==> config.mk <==
export PLATFORM = sky130hd
export DESIGN_NAME = pivot_distance_compare_flat
export DESIGN_NICKNAME = d
export VERILOG_FILES = /design/src/hw/rtl/pdc_pkg.sv /design/src/hw/rtl/pdc_stream_if.sv /design/src/hw/rtl/pivot_distance_compare.sv /design/src/hw/rtl/pdc_isqrt.sv /design/src/hw/rtl/pdc_datapath.sv /design/src/hw/rtl/pdc_ctrl.sv /design/src/flat_wrapper.sv
export SDC_FILE = /design/constraint.sdc
export NUM_CORES = 1
export LEC_CHECK = 0
export BUFFER_PORTS_ARGS = -buffer_cell sky130_fd_sc_hd__buf_2
export CORE_MARGIN = 8
export CORE_UTILIZATION = 30
export DETAILED_ROUTE_END_ITERATION = 7
export PLACE_DENSITY = 0.5
export REMOVE_ABC_BUFFERS = 1
export SYNTH_ARGS = -nofsm -noshare
export SYNTH_HDL_FRONTEND = slang
export SYNTH_SLANG_ARGS = --single-unit
==> constraint.sdc <==
create_clock -name clk_i -period 2.6 [get_ports clk_i]
set_input_delay 0.26 -clock clk_i [delete_from_list [all_inputs] [get_ports clk_i]]
set_output_delay 0.26 -clock clk_i [all_outputs]
set_load 0.02 [all_outputs]
==> src/hw/rtl/pdc_pkg.sv <==
// Shared types, widths and codes of the pivot distance compare block.
package pdc_pkg;

  localparam int ELEM_W               = 16;
  localparam int ELEM_MAX_W           = 24;
  localparam int ELEMENT_BITS_DEFAULT = 16;
  localparam int ACC_W                = 36;
  localparam int ROOT_W               = ACC_W / 2;
  localparam int DIST_W               = 20;
  localparam int METRIC_W             = 2;

  typedef enum logic [METRIC_W-1:0] {
    METRIC_EUCLIDEAN = 2'd0,
    METRIC_MANHATTAN = 2'd1,
    METRIC_CHEBYSHEV = 2'd2
  } metric_e;

  typedef enum logic [2:0] {
    ST_IDLE,
    ST_MUL,
    ST_ACC,
    ST_SQRT_LOAD,
    ST_SQRT_RUN,
    ST_FINISH
  } state_e;

  typedef struct packed {
    logic signed [ELEM_W-1:0] query_elem;
    logic signed [ELEM_W-1:0] first_pivot_elem;
    logic signed [ELEM_W-1:0] second_pivot_elem;
    logic                     last_elem;
  } in_payload_t;

  typedef struct packed {
    logic [DIST_W-1:0] first_distance;
    logic [DIST_W-1:0] second_distance;
    logic              closer_first;
  } out_payload_t;

  typedef struct packed {
    logic take_in;
    logic mul;
    logic acc;
    logic root_start;
    logic load_out;
  } cmd_t;

  typedef struct packed {
    logic last;
    logic euclid;
    logic root_done;
    logic out_free;
  } status_t;

endpackage

==> src/hw/rtl/pdc_stream_if.sv <==
// Valid/ready stream interface carrying one payload per transfer.
interface pdc_stream_if #(
  parameter type payload_t = logic
) ();
  logic     valid;
  logic     ready;
  payload_t payload;

  modport source (output valid, output payload, input ready);
  modport sink   (input valid, input payload, output ready);
endinterface

==> src/hw/rtl/pivot_distance_compare.sv <==
// Top level of the pivot distance compare block.
// Each input transfer carries one coordinate of a query point and of two
// pivot points; the block accumulates both query-to-pivot distances under
// the metric register (0 Euclidean, 1 Manhattan, 2 Chebyshev, 3 acts as
// Chebyshev) and, on the coordinate marked last, emits one result transfer
// with both distances and a flag that is set only when the first distance
// is strictly smaller. The absolute differences are registered at the
// transfer itself; a coordinate then passes the square and then the
// accumulate state, and a new coordinate can be taken in the accumulate
// state unless the current one is last. The last coordinate then goes to the
// finish state for Manhattan and Chebyshev, or for Euclidean first through
// the root load and root run states of the digit-serial square root, which
// resolves two radicand bits per cycle over the 36-bit sum of squares. The
// result sits in an output register, so the next vector can start while a
// finished result waits to be taken; only a second finished result waits for
// that register to drain. Coordinates are read as ELEMENT_BITS-bit two's
// complement values from the low bits of each field. Accumulators saturate at
// 2^36 - 1 and distances at 2^20 - 1. The user must write the metric register
// only while the block is idle; the block itself does not enforce this.
module pivot_distance_compare #(
  parameter int ELEMENT_BITS = pdc_pkg::ELEMENT_BITS_DEFAULT
) (
  input  logic                         clk_i,
  input  logic                         rst_ni,
  input  logic                         cfg_we_i,
  input  logic [pdc_pkg::METRIC_W-1:0] cfg_data_i,
  pdc_stream_if.sink                   in_i,
  pdc_stream_if.source                 out_o
);
  import pdc_pkg::*;

  cmd_t    cmd;
  status_t status;

  // The controller owns input readiness; the datapath owns the result register.
  pdc_ctrl u_ctrl (
    .clk_i      (clk_i),
    .rst_ni     (rst_ni),
    .in_valid_i (in_i.valid),
    .in_ready_o (in_i.ready),
    .status_i   (status),
    .cmd_o      (cmd)
  );

  pdc_datapath #(
    .ELEMENT_BITS (ELEMENT_BITS)
  ) u_datapath (
    .clk_i         (clk_i),
    .rst_ni        (rst_ni),
    .cmd_i         (cmd),
    .status_o      (status),
    .cfg_we_i      (cfg_we_i),
    .cfg_data_i    (cfg_data_i),
    .in_payload_i  (in_i.payload),
    .out_valid_o   (out_o.valid),
    .out_ready_i   (out_o.ready),
    .out_payload_o (out_o.payload)
  );

endmodule

==> src/hw/rtl/pdc_isqrt.sv <==
// Digit-by-digit floor square root, two radicand bits per cycle.
module pdc_isqrt (
  input  logic                       clk_i,
  input  logic                       rst_ni,
  input  logic                       start_i,
  input  logic [pdc_pkg::ACC_W-1:0]  value_i,
  output logic [pdc_pkg::ROOT_W-1:0] root_o,
  output logic                       done_o
);
  import pdc_pkg::*;

  localparam int REM_W = ROOT_W + 3;
  localparam int CNT_W = $clog2(ROOT_W);
  localparam logic [CNT_W-1:0] CNT_LAST = CNT_W'(ROOT_W - 1);

  logic [ACC_W-1:0]  val_q, val_d;
  logic [REM_W-1:0]  rem_q, rem_d;
  logic [ROOT_W-1:0] root_q, root_d;
  logic [CNT_W-1:0]  cnt_q, cnt_d;
  logic              busy_q, busy_d;
  logic              done_q, done_d;
  logic [REM_W-1:0]  rem_s;
  logic [REM_W-1:0]  trial;

  assign rem_s = {rem_q[REM_W-3:0], val_q[ACC_W-1 -: 2]};
  assign trial = REM_W'({root_q, 2'b01});

  always_comb begin
    val_d  = val_q;
    rem_d  = rem_q;
    root_d = root_q;
    cnt_d  = cnt_q;
    busy_d = busy_q;
    done_d = done_q;
    if (start_i) begin
      val_d  = value_i;
      rem_d  = '0;
      root_d = '0;
      cnt_d  = '0;
      busy_d = 1'b1;
      done_d = 1'b0;
    end else if (busy_q) begin
      val_d = {val_q[ACC_W-3:0], 2'b00};
      cnt_d = cnt_q + 1'b1;
      if (rem_s >= trial) begin
        rem_d  = rem_s - trial;
        root_d = {root_q[ROOT_W-2:0], 1'b1};
      end else begin
        rem_d  = rem_s;
        root_d = {root_q[ROOT_W-2:0], 1'b0};
      end
      if (cnt_q == CNT_LAST) begin
        busy_d = 1'b0;
        done_d = 1'b1;
      end
    end
  end

  always_ff @(posedge clk_i or negedge rst_ni) begin
    if (!rst_ni) begin
      cnt_q  <= '0;
      busy_q <= 1'b0;
      done_q <= 1'b0;
    end else begin
      cnt_q  <= cnt_d;
      busy_q <= busy_d;
      done_q <= done_d;
    end
  end

  always_ff @(posedge clk_i) begin
    val_q  <= val_d;
    rem_q  <= rem_d;
    root_q <= root_d;
  end

  assign root_o = root_q;
  assign done_o = done_q;

endmodule

==> src/hw/rtl/pdc_datapath.sv <==
// Difference, square, accumulate and result registers of the distance block.
module pdc_datapath #(
  parameter int ELEMENT_BITS = pdc_pkg::ELEMENT_BITS_DEFAULT
) (
  input  logic                          clk_i,
  input  logic                          rst_ni,
  input  pdc_pkg::cmd_t                 cmd_i,
  output pdc_pkg::status_t              status_o,
  input  logic                          cfg_we_i,
  input  logic [pdc_pkg::METRIC_W-1:0]  cfg_data_i,
  input  pdc_pkg::in_payload_t          in_payload_i,
  output logic                          out_valid_o,
  input  logic                          out_ready_i,
  output pdc_pkg::out_payload_t         out_payload_o
);
  import pdc_pkg::*;

  localparam int SQ_W   = 2 * ELEMENT_BITS;
  localparam int WIDE_W = SQ_W + ACC_W;
  localparam logic [ACC_W-1:0] ACC_MAX = {ACC_W{1'b1}};

  function automatic logic [ELEMENT_BITS-1:0] abs_diff(input logic [ELEM_W-1:0] a,
                                                       input logic [ELEM_W-1:0] b);
    logic [ELEM_MAX_W-1:0]          wa;
    logic [ELEM_MAX_W-1:0]          wb;
    logic signed [ELEMENT_BITS:0]   sa;
    logic signed [ELEMENT_BITS:0]   sb;
    logic signed [ELEMENT_BITS:0]   df;
    wa = ELEM_MAX_W'(a);
    wb = ELEM_MAX_W'(b);
    sa = $signed({wa[ELEMENT_BITS-1], wa[ELEMENT_BITS-1:0]});
    sb = $signed({wb[ELEMENT_BITS-1], wb[ELEMENT_BITS-1:0]});
    df = sa - sb;
    if (df[ELEMENT_BITS]) begin
      return ELEMENT_BITS'(-df);
    end
    return df[ELEMENT_BITS-1:0];
  endfunction

  function automatic logic [ACC_W-1:0] sat_square(input logic [ELEMENT_BITS-1:0] d);
    logic [SQ_W-1:0]   sq;
    logic [WIDE_W-1:0] wide;
    sq   = SQ_W'(d) * SQ_W'(d);
    wide = WIDE_W'(sq);
    if (|wide[WIDE_W-1:ACC_W]) begin
      return ACC_MAX;
    end
    return wide[ACC_W-1:0];
  endfunction

  function automatic logic [ACC_W-1:0] accumulate(input logic [METRIC_W-1:0] m,
                                                  input logic [ACC_W-1:0] acc,
                                                  input logic [ACC_W-1:0] term);
    logic [ACC_W:0] sum;
    sum = {1'b0, acc} + {1'b0, term};
    if (m == METRIC_EUCLIDEAN || m == METRIC_MANHATTAN) begin
      return sum[ACC_W] ? ACC_MAX : sum[ACC_W-1:0];
    end
    return (term > acc) ? term : acc;
  endfunction

  function automatic logic [DIST_W-1:0] finish(input logic euclid,
                                               input logic [ROOT_W-1:0] root,
                                               input logic [ACC_W-1:0] acc);
    if (euclid) begin
      return DIST_W'(root);
    end
    if (|acc[ACC_W-1:DIST_W]) begin
      return {DIST_W{1'b1}};
    end
    return acc[DIST_W-1:0];
  endfunction

  logic [METRIC_W-1:0]     metric_q;
  logic [ELEMENT_BITS-1:0] d1_q, d2_q;
  logic                    last_q;
  logic [ACC_W-1:0]        term1_q, term2_q;
  logic [ACC_W-1:0]        acc1_q, acc2_q;
  logic                    out_valid_q;
  out_payload_t            out_q;
  logic [ROOT_W-1:0]       root1, root2;
  logic                    root1_done, root2_done;
  logic                    euclid;
  logic [DIST_W-1:0]       dist1, dist2;

  assign euclid = (metric_q == METRIC_EUCLIDEAN);

  always_ff @(posedge clk_i or negedge rst_ni) begin
    if (!rst_ni) begin
      metric_q <= METRIC_EUCLIDEAN;
    end else if (cfg_we_i) begin
      metric_q <= cfg_data_i;
    end
  end

  // Element stage: absolute differences are taken straight off the transfer.
  always_ff @(posedge clk_i) begin
    if (cmd_i.take_in) begin
      d1_q   <= abs_diff(in_payload_i.query_elem, in_payload_i.first_pivot_elem);
      d2_q   <= abs_diff(in_payload_i.query_elem, in_payload_i.second_pivot_elem);
      last_q <= in_payload_i.last_elem;
    end
  end

  always_ff @(posedge clk_i) begin
    if (cmd_i.mul) begin
      term1_q <= euclid ? sat_square(d1_q) : ACC_W'(d1_q);
      term2_q <= euclid ? sat_square(d2_q) : ACC_W'(d2_q);
    end
  end

  // Accumulators return to zero after every result, so a new vector starts clean.
  always_ff @(posedge clk_i or negedge rst_ni) begin
    if (!rst_ni) begin
      acc1_q <= '0;
      acc2_q <= '0;
    end else if (cmd_i.load_out) begin
      acc1_q <= '0;
      acc2_q <= '0;
    end else if (cmd_i.acc) begin
      acc1_q <= accumulate(metric_q, acc1_q, term1_q);
      acc2_q <= accumulate(metric_q, acc2_q, term2_q);
    end
  end

  pdc_isqrt u_isqrt_first (
    .clk_i   (clk_i),
    .rst_ni  (rst_ni),
    .start_i (cmd_i.root_start),
    .value_i (acc1_q),
    .root_o  (root1),
    .done_o  (root1_done)
  );

  pdc_isqrt u_isqrt_second (
    .clk_i   (clk_i),
    .rst_ni  (rst_ni),
    .start_i (cmd_i.root_start),
    .value_i (acc2_q),
    .root_o  (root2),
    .done_o  (root2_done)
  );

  assign dist1 = finish(euclid, root1, acc1_q);
  assign dist2 = finish(euclid, root2, acc2_q);

  always_ff @(posedge clk_i or negedge rst_ni) begin
    if (!rst_ni) begin
      out_valid_q <= 1'b0;
    end else if (cmd_i.load_out) begin
      out_valid_q <= 1'b1;
    end else if (out_ready_i) begin
      out_valid_q <= 1'b0;
    end
  end

  always_ff @(posedge clk_i) begin
    if (cmd_i.load_out) begin
      out_q.first_distance  <= dist1;
      out_q.second_distance <= dist2;
      out_q.closer_first    <= (dist1 < dist2);
    end
  end

  assign status_o.last      = last_q;
  assign status_o.euclid    = euclid;
  assign status_o.root_done = root1_done & root2_done;
  assign status_o.out_free  = !out_valid_q || out_ready_i;

  assign out_valid_o   = out_valid_q;
  assign out_payload_o = out_q;

endmodule

==> src/hw/rtl/pdc_ctrl.sv <==
// Controller state machine sequencing element, root and result steps.
module pdc_ctrl (
  input  logic             clk_i,
  input  logic             rst_ni,
  input  logic             in_valid_i,
  output logic             in_ready_o,
  input  pdc_pkg::status_t status_i,
  output pdc_pkg::cmd_t    cmd_o
);
  import pdc_pkg::*;

  state_e state_q, state_d;
  logic   ready;
  logic   take;

  assign ready = (state_q == ST_IDLE) || (state_q == ST_ACC && !status_i.last);
  assign take  = in_valid_i && ready;

  always_comb begin
    state_d = state_q;
    case (state_q)
      ST_IDLE: begin
        if (take) state_d = ST_MUL;
      end
      ST_MUL: begin
        state_d = ST_ACC;
      end
      ST_ACC: begin
        if (status_i.last) begin
          state_d = status_i.euclid ? ST_SQRT_LOAD : ST_FINISH;
        end else begin
          state_d = take ? ST_MUL : ST_IDLE;
        end
      end
      ST_SQRT_LOAD: begin
        state_d = ST_SQRT_RUN;
      end
      ST_SQRT_RUN: begin
        if (status_i.root_done) state_d = ST_FINISH;
      end
      ST_FINISH: begin
        if (status_i.out_free) state_d = ST_IDLE;
      end
      default: begin
        state_d = ST_IDLE;
      end
    endcase
  end

  always_comb begin
    cmd_o            = '0;
    cmd_o.take_in    = take;
    cmd_o.mul        = (state_q == ST_MUL);
    cmd_o.acc        = (state_q == ST_ACC);
    cmd_o.root_start = (state_q == ST_SQRT_LOAD);
    cmd_o.load_out   = (state_q == ST_FINISH) && status_i.out_free;
  end

  assign in_ready_o = ready;

  always_ff @(posedge clk_i or negedge rst_ni) begin
    if (!rst_ni) begin
      state_q <= ST_IDLE;
    end else begin
      state_q <= state_d;
    end
  end

  a_take_only_when_open: assert property (@(posedge clk_i) disable iff (!rst_ni)
    cmd_o.take_in |-> (state_q == ST_IDLE || (state_q == ST_ACC && !status_i.last)))
    else $error("element taken while the controller is busy");

  a_load_needs_room: assert property (@(posedge clk_i) disable iff (!rst_ni)
    cmd_o.load_out |-> status_i.out_free)
    else $error("result loaded over an untaken result");

  a_root_start_runs: assert property (@(posedge clk_i) disable iff (!rst_ni)
    cmd_o.root_start |=> (state_q == ST_SQRT_RUN && !status_i.root_done))
    else $error("square root start not followed by a running root");

endmodule
==> src/flat_wrapper.sv <==
// flat-port wrapper written by rule: the top's interface ports become plain ports
module pivot_distance_compare_flat import pdc_pkg::*;
#(
  parameter int ELEMENT_BITS = pdc_pkg::ELEMENT_BITS_DEFAULT
)
  (clk_i, rst_ni, cfg_we_i, cfg_data_i, in_i_valid, in_i_payload, in_i_ready, out_o_valid, out_o_payload, out_o_ready);
  pdc_stream_if in_i_i ();
  pdc_stream_if out_o_i ();
  input  logic clk_i;
  input  logic rst_ni;
  input  logic cfg_we_i;
  input  logic [pdc_pkg::METRIC_W-1:0] cfg_data_i;
  input wire logic [$bits(in_i_i.valid)-1:0] in_i_valid;
  input wire logic [$bits(in_i_i.payload)-1:0] in_i_payload;
  output wire logic [$bits(in_i_i.ready)-1:0] in_i_ready;
  output wire logic [$bits(out_o_i.valid)-1:0] out_o_valid;
  output wire logic [$bits(out_o_i.payload)-1:0] out_o_payload;
  input wire logic [$bits(out_o_i.ready)-1:0] out_o_ready;
  assign in_i_i.valid = in_i_valid;
  assign in_i_i.payload = in_i_payload;
  assign in_i_ready = in_i_i.ready;
  assign out_o_valid = out_o_i.valid;
  assign out_o_payload = out_o_i.payload;
  assign out_o_i.ready = out_o_ready;
  pivot_distance_compare #(.ELEMENT_BITS(ELEMENT_BITS)) u_core (.clk_i(clk_i), .rst_ni(rst_ni), .cfg_we_i(cfg_we_i), .cfg_data_i(cfg_data_i), .in_i(in_i_i), .out_o(out_o_i));
endmodule
Word-level counts from Yosys, hierarchy flattened
Index checks and enable logic that the tools add are counted.
{ "classes": {"addsub": 4, "n_lt_le_gt_ge": 5, "n_eq_ne": 12, "mux": 57, "bitwise_logic": 1, "n_reduce_logical": 25} }
{ "op_table": {"columns": ["op", "count"], "rows": [
  ["$mux W36", 12],
  ["$mux W20", 8],
  ["$gt A1 B36 Y1 const A", 2],
  ["$ge A21 B20 Y1", 2],
  ["$mux W19", 2],
  ["$sub A19 B19 Y19", 2],
  ["$reduce_or A16 Y1", 2],
  ["$mux W1", 25],
  ["$lt A20 B20 Y1", 1],
  ["$mux W5", 4],
  ["$pmux W3 S6", 1],
  ["$mux W3", 5],
  ["$reduce_bool A2 Y1", 6],
  ["$add A5 B1 Y5 const B", 2],
  ["$eq A5 B5 Y1 const B", 2],
  ["$reduce_and A3 Y1", 3],
  ["$eq A3 B2 Y1 const B", 2],
  ["$eq A3 B3 Y1 const B", 2],
  ["$reduce_bool A3 Y1", 2],
  ["$ne A2 B2 Y1 const B", 2],
  ["$ne A4 B4 Y1 const B", 1],
  ["$reduce_and A2 Y1", 2],
  ["$eq A3 B1 Y1 const B", 1],
  ["$logic_and A1 B1 Y1", 3],
  ["7 further kinds", 10]
]} }
{ "word_totals": {"reg_bits": 240, "input_bits": 8, "out_inout_bits": 3, "word_cells": 123} }

Logic depth before layout (Yosys ltp)
{ "depth": {"ltp_word": 8, "depth_mapped": 13, "ltp_nobuf": 11} }

Cells and area by module
A second synthesis with hierarchy kept.
{ "hier_totals": {"cells_unflattened": 4445, "hier_area_um2": 40400.0} }
{ "by_module_without_submodules": {"columns": ["mod", "instances", "cells_per_inst", "area_each_um2", "seq_area_each_um2"], "rows": [
  ["pdc_datapath", 1, 3529, 31092.3, 6020.8],
  ["pdc_isqrt", 2, 446, 4551.9, 1996.9],
  ["pdc_ctrl", 1, 23, 200.2, 75.1],
  ["pivot_distance_compare", 1, 1, 3.8, 0.0]
]} }

Least setup slack after synthesis
Ideal clock, no wire load.
{ "synth_timing": {"kind": "register -> register", "start": "register u_core.u_datapath.u_isqrt_first.root_q[1] (netlist: u_core.u_datapath.u_isqrt_first.root_o[1])", "end": "register u_core.u_datapath.u_isqrt_first.rem_q[5]", "setup_ns": 0.128, "t_arrival_ns": 2.505, "required_time_ns": 2.472, "path_slack_ns": -0.032, "stages_incl_launch_ff": 11, "path_buffers": 0, "period_less_slack_ns": 2.632, "cell_sequence": "dfxtp_1 > inv_1 > ha_1 > fa_1 > a21o_1 > a22o_1 > a2111oi_4 > o31a_4 > mux2_2 > mux2i_1 > nor2_1"} }
{ "synth_between": {"elab_chain_cells": 2, "word_cells_on_any_way": 3, "classes_between": "add/sub: 1; order compare: 1; mux: 1"} }
{ "synth_rtl": {"columns": ["element", "line", "rtl"], "rows": [
  ["start, declared", "pdc_isqrt.sv:18", "logic [ROOT_W-1:0] root_q, root_d;"],
  ["start signal, assigned", "pdc_isqrt.sv:74", "root_q <= root_d;"],
  ["$sub A19 B19 Y19 / $ge A21 B20 Y1 (equally long branches)", "pdc_isqrt.sv:46, pdc_isqrt.sv:45", null],
  ["$mux W19 *", "pdc_isqrt.sv:45", "if (rem_s >= trial) begin"],
  ["end signal, assigned", "pdc_isqrt.sv:73", "rem_q <= rem_d;"],
  ["end, declared", "pdc_isqrt.sv:17", "logic [REM_W-1:0] rem_q, rem_d;"]
]} }
Mark *: on every way between the ends. The rest lies on a longest branch, timed or not.
A chain may end at the register's enable or synchronous reset.

Worst setup path after layout
Same ends and word-level chain as after synthesis.

==> run metrics <==
CP bufs+invs=1; Post-synth EDFFs=2; CTS root buf=clkbuf_16; area leader, netlist=dfxtp_1; worst-skew pair later-pin latency=350 ps; n_diodes=0; max cap viols=0; Bufs on Longest Clock Path=2; worst endpoint data arrival time=2760 ps; Post-Synthesis Mean Instance Area=8.43 µm²; largest family of logic cells by synthesized area=compound AO/OA/AOI/OAI gates; fraction of layout cells with a size suffix above 1=0.156; total CTS buffers=9; drt initial violations=263; Slew Limit Fails=0; Total GRT Usage=0.114; Multi-input gate area=3750 µm²; Final setup viols=0; Post-synth top cells=105 x nor2_1, 70 x dfxtp_1, 55 x ha_1; register bit total from synthesis=92; Worst R2R End=u_core.u_datapath.u_isqrt_first.rem_q[5]; initial antenna violation count=0; Synth cell types=62; vias post-DR=4991; NumNets Final=818; width of the die=157 µm; clk slew on worst S/H paths=60 ps; crit-path max cell delay=350 ps; fmax=397 MHz; Mapped Area=5920 µm²; post-route ant nets=0; placed insts=995; Tcrit/Tclk final=0.969; CP max FO=4; Final Non-Filler Cells=1023; hold path depth=1; CTS tree=done; count leader, synth=nor2_1; Worst Max-Slew Pin Slew=578 ps; placed cell areas=6540 µm²; top cell type's share of synthesized area=0.237; DP HPWL=10100 µm; crit end category=register; Final Hold Viols=0; fill cell count=2086; design area=7060 µm²; Compound-Gate Fraction of Synth Area=0.187; r2r startpoint=u_core.u_datapath.u_isqrt_first.root_o[1]; I/O Buffers=10; sequential area share after synthesis=0.331; pin count of the biggest net entering global routing=48; unrepaired setup endpoints after global routing=true; CP cell instances=inv_2 > ha_4 > fa_2 > a21o_1 > a22o_1 > a2111oi_4 > o31a_4 > mux2_4 > mux2i_1 > nor2_1; Async SR Flop Fraction=0.217; Synth Area in Adders=0.123; synthesis-to-layout area growth=19.2%; CP Class=register to register; top cells by area, synth=dfxtp_1 24%, ha_1 12%, dfrtp_1 8.4%; WHS Endpoint=u_core.u_datapath.last_q; vias in the first global route=4859; Slew HR=0.614; outcome=finished clean; Ports=11; site row count=51; Final Skew=7.92 ps; crit path time final=2520 ps; Placeable Area=19400 µm²; synth warn=0; Routed WL=13800 µm; Die ar.=24500 µm²; Critical Path Stages=10; Avg Vias per Cell=4.88; First-pass DRT Iterations=4; Top FF cell, synth=dfxtp_1; xor and xnor fraction of the mapped netlist area=0.0458; Register Area=1970 µm²; Sink Count=92; worst reg-to-reg setup slack=80 ps; TNS Setup=0 ps; H-tree lvl count=3; path category of the worst min-delay check=input pin to register; worst hold start=in_i_payload; cell family with most CP delay=compound AO/OA/AOI/OAI gates; CP required=2840 ps; # DRC=0; RePlAce Congestion=0.789; nature of the critical path startpoint=register; wire length per cell=13.5 µm; post-synthesis mux area share=0.0921; starting density of the core=0.305; remaining global-route overflow=0; Synth Area in Simple Gates=0.168; Die Height=157 µm; first-pass GRT wire length=22800 µm; post-synthesis instance total=703; CP max stage cell=fa_2; r2r worst-path depth=10
cells by family (layout without fill, tap and decap cells):
group                      count (synthesis)  count (layout)
adders and majority gates                 57              57
muxes                                     54              54
xor gates and xnor gates                  31              31
AOI/OAI and AO/OA                        171             171
DFF                                       92              92
buffers and inverters                     79             134
and+or+nand+nor                          219             219
worst max-delay path by stage:
stage,endpoint,from,slack (ps)
floorplan,u_core.u_datapath.u_isqrt_second.rem_q[10],u_core.u_datapath.u_isqrt_second.root_o[1],-730
global placement,u_core.u_datapath.u_isqrt_first.rem_q[5],u_core.u_datapath.u_isqrt_first.root_o[1],-30
detailed placement,u_core.u_datapath.u_isqrt_first.rem_q[5],u_core.u_datapath.u_isqrt_first.root_o[1],-40
CTS,u_core.u_datapath.u_isqrt_first.rem_q[15],u_core.u_datapath.u_isqrt_first.root_o[1],10
global route,u_core.u_datapath.u_isqrt_first.rem_q[5],u_core.u_datapath.u_isqrt_first.root_o[1],-20
finish,u_core.u_datapath.u_isqrt_first.rem_q[5],u_core.u_datapath.u_isqrt_first.root_o[1],80
state kept, by name, summed over array words and instances (netlist names), 2 cells and up:
name	cells
u_core.u_datapath.u_isqrt_second.rem_q	17
u_core.u_datapath.u_isqrt_second.cnt_q	5
u_core.u_datapath.u_isqrt_first.root_o	18
u_core.u_datapath.u_isqrt_second.root_o	18
u_core.u_ctrl.state_q	3
u_core.u_datapath.metric_q	2
u_core.u_datapath.u_isqrt_first.cnt_q	5
u_core.u_datapath.u_isqrt_first.rem_q	17
cell type report:
class                           instances  area share
Multi-Input combinational cell        532       0.530
Clock inverter                          6     0.00903
Timing Repair Buffer                   69      0.0756
Sequential cell                        92       0.279
Tap cell                              265      0.0469
Timing Repair inverter                  1    0.000709
Inverter                               48      0.0260
Clock buffer                           10      0.0324
routing by layer:
metal | GRT usage | vias to the layer above | routed length, µm
met3 | 0.0229 | 10 | 437
met2 | 0.191 | 54 | 6310
li1 | - | 2592 | -
met1 | 0.146 | 2335 | 6920
met5 | 0 | - | 0
met4 | 0.0288 | 0 | 132
cell usage in the layout, fill, tap and decap left out, types with 11 or more instances in the layout:
master / count
a211oi_1: 16
a21o_1: 11
a21oi_1: 46
and3_1: 11
buf_4: 51
dfrtp_1: 18
dfxtp_1: 66
ha_1: 54
inv_1: 46
mux2i_1: 50
nand2_1: 53
nor2_1: 102
o21ai_0: 40
xnor2_1: 12
xor2_1: 19
stage by stage:
stage	util	setup WS (ps)	hold WS, ps
floorplan	-	-729	-35.6
global placement	0.337	-27.2	232
detailed placement	0.337	-36.8	233
CTS	0.353	14.5	80.1
global route	0.364	-21.3	78.0
finish	0.364	80.0	91.9
repair_timing:
action,CTS,global route
endpoints found under the hold margin,20,0
hold buffers,1,0
resized for setup,3,42
endpoints found under the setup margin,14,29
buffers inserted,0,9
pin swaps,1,6
gates cloned,0,2
worst reg2reg max path, stage by stage (launching register included):
cell	delay [ps]
dfxtp_2	330
inv_2	50
ha_4	150
fa_2	350
a21o_1	190
a22o_1	290
a2111oi_4	350
o31a_4	230
mux2_4	300
mux2i_1	130
nor2_1	50
Power is not shown: default switching activity piles up to over one toggle a cycle in this logic, so the estimate is an artifact.
